## src/design/idmya_pkg.sv

```systemverilog
// ----------------------------------------------------------------------------
// idmya_pkg
// shared constants, register codes and types of the car-following block
// ----------------------------------------------------------------------------
package idmya_pkg;

  localparam int FRAC_BITS = 8;
  localparam int DEN_MIN   = 1 << (FRAC_BITS - 1);

  localparam int GAIN_W = 16;
  localparam int POS_W  = 24;
  localparam int SPD_W  = 16;
  localparam int ACC_W  = 14;
  localparam int OUT_W  = 16;

  // products and sums along the datapath
  localparam int DV_W   = SPD_W + 1;
  localparam int TV_W   = SPD_W + 2;
  localparam int GAP_W  = POS_W + 1;
  localparam int M1_W   = GAIN_W + 1 + DV_W;
  localparam int M2_W   = GAIN_W + 1 + SPD_W;
  localparam int M3_W   = GAIN_W + 1 + TV_W;
  localparam int P_W    = M1_W - FRAC_BITS;
  localparam int KP_W   = P_W + 1;
  localparam int M4_W   = KP_W + SPD_W;
  localparam int M5_W   = M2_W + ACC_W;
  localparam int DR_W   = M3_W - FRAC_BITS + 1;
  localparam int DEN_W  = DR_W;
  localparam int IDL_W  = M4_W - FRAC_BITS + 1;
  localparam int GD_W   = IDL_W + 1;
  localparam int T5_W   = M5_W - FRAC_BITS;
  localparam int M6_W   = GAIN_W + 1 + GD_W;
  localparam int NUM_W  = M6_W + 3;
  localparam int DIV_BITS = OUT_W;
  localparam int REM_W  = DEN_W + DIV_BITS;

  localparam int APB_AW = 5;
  localparam int APB_DW = 32;

  typedef enum logic [2:0] {
    REG_ALPHA    = 3'd0,
    REG_BETA     = 3'd1,
    REG_HEADWAY  = 3'd2,
    REG_STANDGAP = 3'd3,
    REG_GATEMODE = 3'd4
  } reg_idx_t;

  typedef struct packed {
    logic valid;
    logic neg;
    logic ovf;
  } div_ctl_t;

endpackage

```

## src/design/idmya_div.sv

```systemverilog
// ----------------------------------------------------------------------------
// idmya_div
// pipelined restoring divider, one quotient bit per stage
// ----------------------------------------------------------------------------
module idmya_div (
  input  logic                          clk,
  input  logic                          rst_n,
  input  logic                          en,
  input  idmya_pkg::div_ctl_t           in_ctl,
  input  logic [idmya_pkg::REM_W-1:0]   in_rem,
  input  logic [idmya_pkg::DEN_W-1:0]   in_den,
  output idmya_pkg::div_ctl_t           out_ctl,
  output logic [idmya_pkg::DIV_BITS-1:0] out_quo
);
  import idmya_pkg::*;

  div_ctl_t              ctl_r [DIV_BITS];
  logic [REM_W-1:0]      rem_r [DIV_BITS];
  logic [DEN_W-1:0]      den_r [DIV_BITS];
  logic [DIV_BITS-1:0]   quo_r [DIV_BITS];

  for (genvar g = 0; g < DIV_BITS; g++) begin : g_stage
    localparam int B = DIV_BITS - 1 - g;
    div_ctl_t            ctl_in;
    logic [REM_W-1:0]    rem_in;
    logic [DEN_W-1:0]    den_in;
    logic [DIV_BITS-1:0] quo_in;
    logic [REM_W-1:0]    dsh;
    logic                take;

    if (g == 0) begin : g_first
      assign ctl_in = in_ctl;
      assign rem_in = in_rem;
      assign den_in = in_den;
      assign quo_in = '0;
    end else begin : g_next
      assign ctl_in = ctl_r[g-1];
      assign rem_in = rem_r[g-1];
      assign den_in = den_r[g-1];
      assign quo_in = quo_r[g-1];
    end

    assign dsh  = REM_W'(den_in) << B;
    assign take = rem_in >= dsh;

    always_ff @(posedge clk) begin
      if (!rst_n) begin
        ctl_r[g] <= '0;
      end else if (en) begin
        ctl_r[g] <= ctl_in;
      end
      if (en) begin
        rem_r[g] <= take ? rem_in - dsh : rem_in;
        den_r[g] <= den_in;
        quo_r[g] <= quo_in | (DIV_BITS'(take) << B);
      end
    end
  end

  assign out_ctl = ctl_r[DIV_BITS-1];
  assign out_quo = quo_r[DIV_BITS-1];

  // apart from items flagged as overflow, the divider never sees a remainder beyond its quotient range
  a_rem_range: assert property (@(posedge clk) disable iff (!rst_n)
    ctl_r[0].valid && !ctl_r[0].ovf |-> rem_r[0] < (REM_W'(den_r[0]) << (DIV_BITS - 1)))
    else $error("divider remainder out of range");
  a_den_floor: assert property (@(posedge clk) disable iff (!rst_n)
    ctl_r[0].valid |-> den_r[0] >= DEN_W'(DEN_MIN))
    else $error("divider denominator below floor");
endmodule

```

## config.mk

```make
export PLATFORM = sky130hd
export DESIGN_NAME = idmya_div
export DESIGN_NICKNAME = d
export VERILOG_FILES = /design/src/design/idmya_pkg.sv /design/src/design/idmya_div.sv
export SDC_FILE = /design/constraint.sdc
export NUM_CORES = 2
export LEC_CHECK = 0
export BUFFER_PORTS_ARGS = -buffer_cell sky130_fd_sc_hd__clkbuf_2
export CAP_MARGIN = 20
export CELL_PAD_IN_SITES_DETAIL_PLACEMENT = 1
export CELL_PAD_IN_SITES_GLOBAL_PLACEMENT = 1
export CORE_MARGIN = 2
export CORE_UTILIZATION = 40
export DETAILED_ROUTE_END_ITERATION = 12
export PLACE_DENSITY_LB_ADDON = 0.1
export SYNTH_ARGS = -nofsm -noshare
export SYNTH_HDL_FRONTEND = slang
export SYNTH_SLANG_ARGS = --single-unit
```

## constraint.sdc

```tcl
create_clock -name clk -period 3.4 [get_ports clk]
set_clock_uncertainty 0.15 [all_clocks]
set_input_delay 0.51 -clock clk [delete_from_list [all_inputs] [get_ports clk]]
set_output_delay 0.51 -clock clk [all_outputs]
set_load 0.1 [all_outputs]
```

Word-level counts from Yosys, hierarchy flattened
Memories as Yosys holds them, arrays and structs flattened.
Index checks and enable logic that the tools add are counted.
{"block": "op_classes", "n_addsub": 16, "magnitude_cmp": 16, "muxes": 37, "bitwise": 31}
{"operator": "$mux W44", "count": 16}
{"operator": "$mux W3", "count": 16}
{"operator": "$ge A44 B28 Y1", "count": 1}
{"operator": "$ge A44 B29 Y1", "count": 1}
{"operator": "$ge A44 B30 Y1", "count": 1}
{"operator": "$ge A44 B31 Y1", "count": 1}
{"operator": "$ge A44 B32 Y1", "count": 1}
{"operator": "$ge A44 B33 Y1", "count": 1}
{"operator": "$ge A44 B34 Y1", "count": 1}
{"operator": "$ge A44 B35 Y1", "count": 1}
{"operator": "$ge A44 B36 Y1", "count": 1}
{"operator": "$ge A44 B37 Y1", "count": 1}
{"operator": "$ge A44 B38 Y1", "count": 1}
{"operator": "$ge A44 B39 Y1", "count": 1}
{"operator": "$ge A44 B40 Y1", "count": 1}
{"operator": "$ge A44 B41 Y1", "count": 1}
{"operator": "$ge A44 B42 Y1", "count": 1}
{"operator": "$ge A44 B43 Y1", "count": 1}
{"operator": "$sub A44 B28 Y44", "count": 1}
{"operator": "$sub A44 B29 Y44", "count": 1}
{"operator": "$sub A44 B30 Y44", "count": 1}
{"operator": "$sub A44 B31 Y44", "count": 1}
{"operator": "$sub A44 B32 Y44", "count": 1}
{"operator": "$sub A44 B33 Y44", "count": 1}
{"operator": "27 further kinds", "count": 46}
{"block": "totals", "reg_bits": 0, "ram_bits": 1456, "word_cells": 104, "mem_count": 4}
{"memory": "rem_r", "depth": 16, "width": 44, "rd": 15, "rd_ports_with_merged_regs": 0, "write_ports": 16, "line_no": "idmya_div.sv:18", "source": "logic [REM_W-1:0] rem_r [DIV_BITS];"}
{"memory": "den_r", "depth": 16, "width": 28, "rd": 15, "rd_ports_with_merged_regs": 0, "write_ports": 16, "line_no": "idmya_div.sv:19", "source": "logic [DEN_W-1:0] den_r [DIV_BITS];"}
{"memory": "quo_r", "depth": 16, "width": 16, "rd": 16, "rd_ports_with_merged_regs": 0, "write_ports": 16, "line_no": "idmya_div.sv:20", "source": "logic [DIV_BITS-1:0] quo_r [DIV_BITS];"}
{"memory": "ctl_r", "depth": 16, "width": 3, "rd": 16, "rd_ports_with_merged_regs": 0, "write_ports": 16, "line_no": "idmya_div.sv:17", "source": "div_ctl_t ctl_r [DIV_BITS];"}

Depth between registers and ports, before layout
{"block": "logic_depth", "depth_word": 4, "mapped_depth": 15, "mapped_depth_nobuf": 14}

Least setup slack after synthesis
Ideal clock, no wire load.
{"block": "synth_path", "kind": "reg-to-reg", "startpoint": "mem den_r[0][56] in the netlist's numbering", "endpoint": "mem rem_r[0][145] in the netlist's numbering (data pin)", "setup_ps": 267, "arrival_ps": 3253, "t_required_ps": 2983, "path_slack_ps": -270, "path_stages_with_launch": 15, "synth_period_minus_slack_ps": 3670, "path_cell_list": "edfxtp_1 ha_1 fa_1 nor2b_1 o21ai_0 a21boi_0 o311ai_0 o31ai_1 a21oi_1 o21ai_0 a211o_1 clkbuf_1 clkbuf_1 buf_1 a21oi_1"}
{"item": "start: declaration", "line_no": "idmya_div.sv:19"}
{"item": "end: declaration", "line_no": "idmya_div.sv:18"}

==> results.md <==
* P_leak at 0.04020 uW
* Synth top area cells: edfxtp_1 55%, ha_1 8.1%, a21oi_1 4.2%
* Core ar. at roughly 170000 sq um
* Final hold viol count at 0
* Hold depth at 3
* Failing checks: setup timing
* Syn-to-layout area delta at 38.97%
* Row count at 152
* CTS tree: done
* Total grt overflow at 0
* Slew headroom at about half
* Outcome: finished with violations
* Nature of the critical path startpoint: flop
* # nets final at approximately 8500
* Final setup fails at about 240
* Worst slew pin tran at around 730 ps
* Met3 Use GR at under 10%
* DR vias/cell at between 5 and 6
* Initial antenna violation count at 0
* H-tree Lvls at 4
* Routed Antenna Nets at 0
* Vias at between 50000 and 60000
* Worst Path Arrival at roughly 4400 ps
* DP HPWL at between 100 and 150 mm
* Met2 Use GR at 45.70%
* Worst path cell trace: inv_2 -> ha_4 -> inv_2 -> fa_2 -> a21oi_4 -> o21ai_2 -> o31a_1 -> a221o_1 -> a31oi_1 -> buf_4 -> and4b_2 -> o31ai_4 -> or3_4 -> or3_1 -> a21o_1
* # IOs at between 90 and 100
* Die H at ~420 um
* Gr usage total at ~22%
* Final instance area at between 90000 and 100000 sq um
* Setup slack on the worst flop-to-flop path at -570 ps
* Leading area contributor after synthesis: edfxtp_1
* Vias in the first global route at between 50000 and 60000
* Peak supply drop at 0.5750 mV
* CP Capture Type: flop
* Slowest stage cell, crit path: edfxtp_1
* Register area share after synthesis at 54.80%
* DIE AREA at ~180000 sq um
* Placed Cells at just under 10000
* Gp weighted congestion at ~0.9
* Clock tree sinks at around 1300
* Yosys reg bits at between 1000 and 1500
* PD cells at between 800 and 900 nW/um^2
* Largest net degree at the start of global routing at roughly 120
* WP data required at between 3000 and 4000 ps
* Crit-path max cell delay at ~390 ps
* Setup CP Type: reg -> reg
* Final Worst Setup Slack at -572.0 ps
* Synthesized net count at between 6000 and 7000
* Final Max Tran Viols at 0
* Fmax at around 250 MHz
* Top cell family by delay on the critical path: compound AO/OA/AOI/OAI gates
* Clk_lat worst skew at roughly 810 ps
* Buf/Inv on CP at 3
* Mapped Cells at 6147
* Max cap viols at 0
* WL per Instance at 19.35 um
* CP Max Fanout at 3
* First-pass GRT wire length at approximately 310 mm
* Diode count at 0
* Setup_tns at -26380 ps
* R2R Path End: rem_r[1][123]
* DRT Wirelength at roughly 200 mm
* DRT Pass-1 Iters at 4
* EDFF count, synth at between 1000 and 1500
* Clock-pin slew on the worst setup and hold paths at approximately 60 ps
* Most frequent CP cell: inv_2
* DR iter-0 viols at about 1900
* Drt drc at 0
* R2R depth at 15
* Die W at 420.1 um
* Final Non-Filler Cells at between 10000 and 15000
* Port bufs at 96
* CTS root buf: clkbuf_16
* Longest Clk Path Bufs at 3
* Total CTS buffers at 151
* Placed Area at approximately 80000 sq um
* Reg2reg start: rem_r[1][49]
* Top Usage Layer GRT: met2
* Share of cells above drive strength 1 at 34.27%
* Hold Path Class: in -> reg
* Most common flop cell mapped by yosys: edfxtp_1
* Starting Density at 40.33%
* Syn_area_per_cell at 11.27 sq um
* M1 GR Usage at a little under a fifth
* Post-synth cell types at 85
* Yosys warning total at 0
* Fin crit period at around 4000 ps
* HP Start: in_den[1]
* Top cell type's share of synthesized area at ~55%
* Mapped cell area at a little under 70000 sq um
* Worst hold endpoint: rem_r[0][16]
* RSZ-0062 raised after global routing: yes
* Fin crit share at 116.8%
* FFs w/ async S/R, synth at 0%
==> final cells by class <==
class,instances,area [sq um]
clock buffer,191,3971
clock inverter,79,737.0
fill,17780,75480
inverter,569,2152
multi-input combinational,4161,33440
sequential,1264,37960
tap,2310,2890
timing repair buffer,1772,15110
==> cells by family (layout without fill, tap and decap cells) <==
family / count (synthesis) / count (layout) / share of synthesized area (%)
AO/OA/AOI/OAI: 1590 / 1590 / 14.22
XOR/XNOR: 464 / 464 / 5.867
adder cells (fa/ha/maj): 463 / 463 / 8.526
buffers and inverters: 722 / 2611 / 3.979
flip-flops: 1264 / 1264 / 54.80
multiplexers: 98 / 98 / 1.586
AND/OR/NAND/NOR: 1546 / 1546 / 11.02
==> tightest hold or removal path: cells and delay by family <==
family | cells | cell delay (ps)
compound gates | 1 | 50
fa+ha+maj | 1 | 200
buf+inv | 1 | 130
==> how the worst max path moves through the flow <==
stage / end / depth (start not counted) / startpoint
4_1_cts: rem_r[1][123] / 15 / rem_r[1][49]
2_1_floorplan: rem_r[1][123] / 14 / rem_r[1][49]
6_report: rem_r[1][123] / 15 / rem_r[1][49]
5_1_grt: rem_r[1][123] / 15 / rem_r[1][49]
3_5_place_dp: rem_r[0][303] / 14 / rem_r[0][232]
3_3_place_gp: rem_r[0][303] / 14 / rem_r[0][232]
==> layer usage <==
metal,vias to the layer above,wire length (um)
met3,595,4062
met1,25910,65140
met4,0,15880
li1,26140,-
met5,-,0
met2,790,115100
==> cells in the mapped netlist, drive strengths merged, types with 80 or more instances <==
master     n
a21o     242
a21oi    579
and3      89
clkbuf   131
edfxtp  1264
ha       448
inv      568
mux2      94
nand2    410
nand3     95
nand4     80
nor2     407
nor3      91
o21ai    333
xnor2    283
xor2     181
==> flip-flops by register name, summed over array words and instances, names as in the netlist <==
| register | count |
|---|---|
| ctl_r | 48 |
| den_r | 420 |
| quo_r | 136 |
| rem_r | 660 |
==> where the power goes <==
group          internal, uW  switching [uW]
logic                 19100           19100
clock network          8960            6450
registers             22200            2240
total                 50200           27800
==> layout by cell type (no fill, tap or decap), types with 82 or more instances in the layout <==
| master | synthesis | routed |
|---|---|---|
| buf_4 | 3 | 1399 |
| edfxtp_1 | 1264 | 1264 |
| inv_1 | 568 | 539 |
| a21oi_1 | 578 | 431 |
| ha_1 | 448 | 392 |
| nand2_1 | 410 | 363 |
| nor2_1 | 407 | 287 |
| xnor2_1 | 283 | 269 |
| a21o_1 | 242 | 239 |
| o21ai_0 | 332 | 201 |
| xor2_1 | 181 | 179 |
| clkbuf_16 | 0 | 165 |
| a21oi_2 | 1 | 124 |
| clkbuf_2 | 1 | 95 |
| and3_1 | 89 | 88 |
| nand3_1 | 95 | 83 |
| nor2_4 | 0 | 82 |
==> per-stage QoR <==
step	total power, uW	setup WS, ps	hold WS [ps]	utilization (%)
2_1_floorplan	42850	-121.0	250.3	-
3_3_place_gp	55570	-729.8	252.3	47.96
3_5_place_dp	56510	-747.8	255.2	47.96
4_1_cts	75410	-539.4	29.58	53.84
5_1_grt	82930	-722.2	73.36	56.05
6_report	78060	-572.0	104.2	56.05
==> repair_timing <==
action | CTS | global route
gates resized for setup | 699 | 656
buffers inserted | 164 | 155
endpoints found under the hold margin | 101 | 1
endpoints found under the setup margin | 496 | 505
cloned | 25 | 12
pin swaps | 247 | 305
hold buffers | 76 | 1
Note: power is estimated with default switching activity, not from simulation.
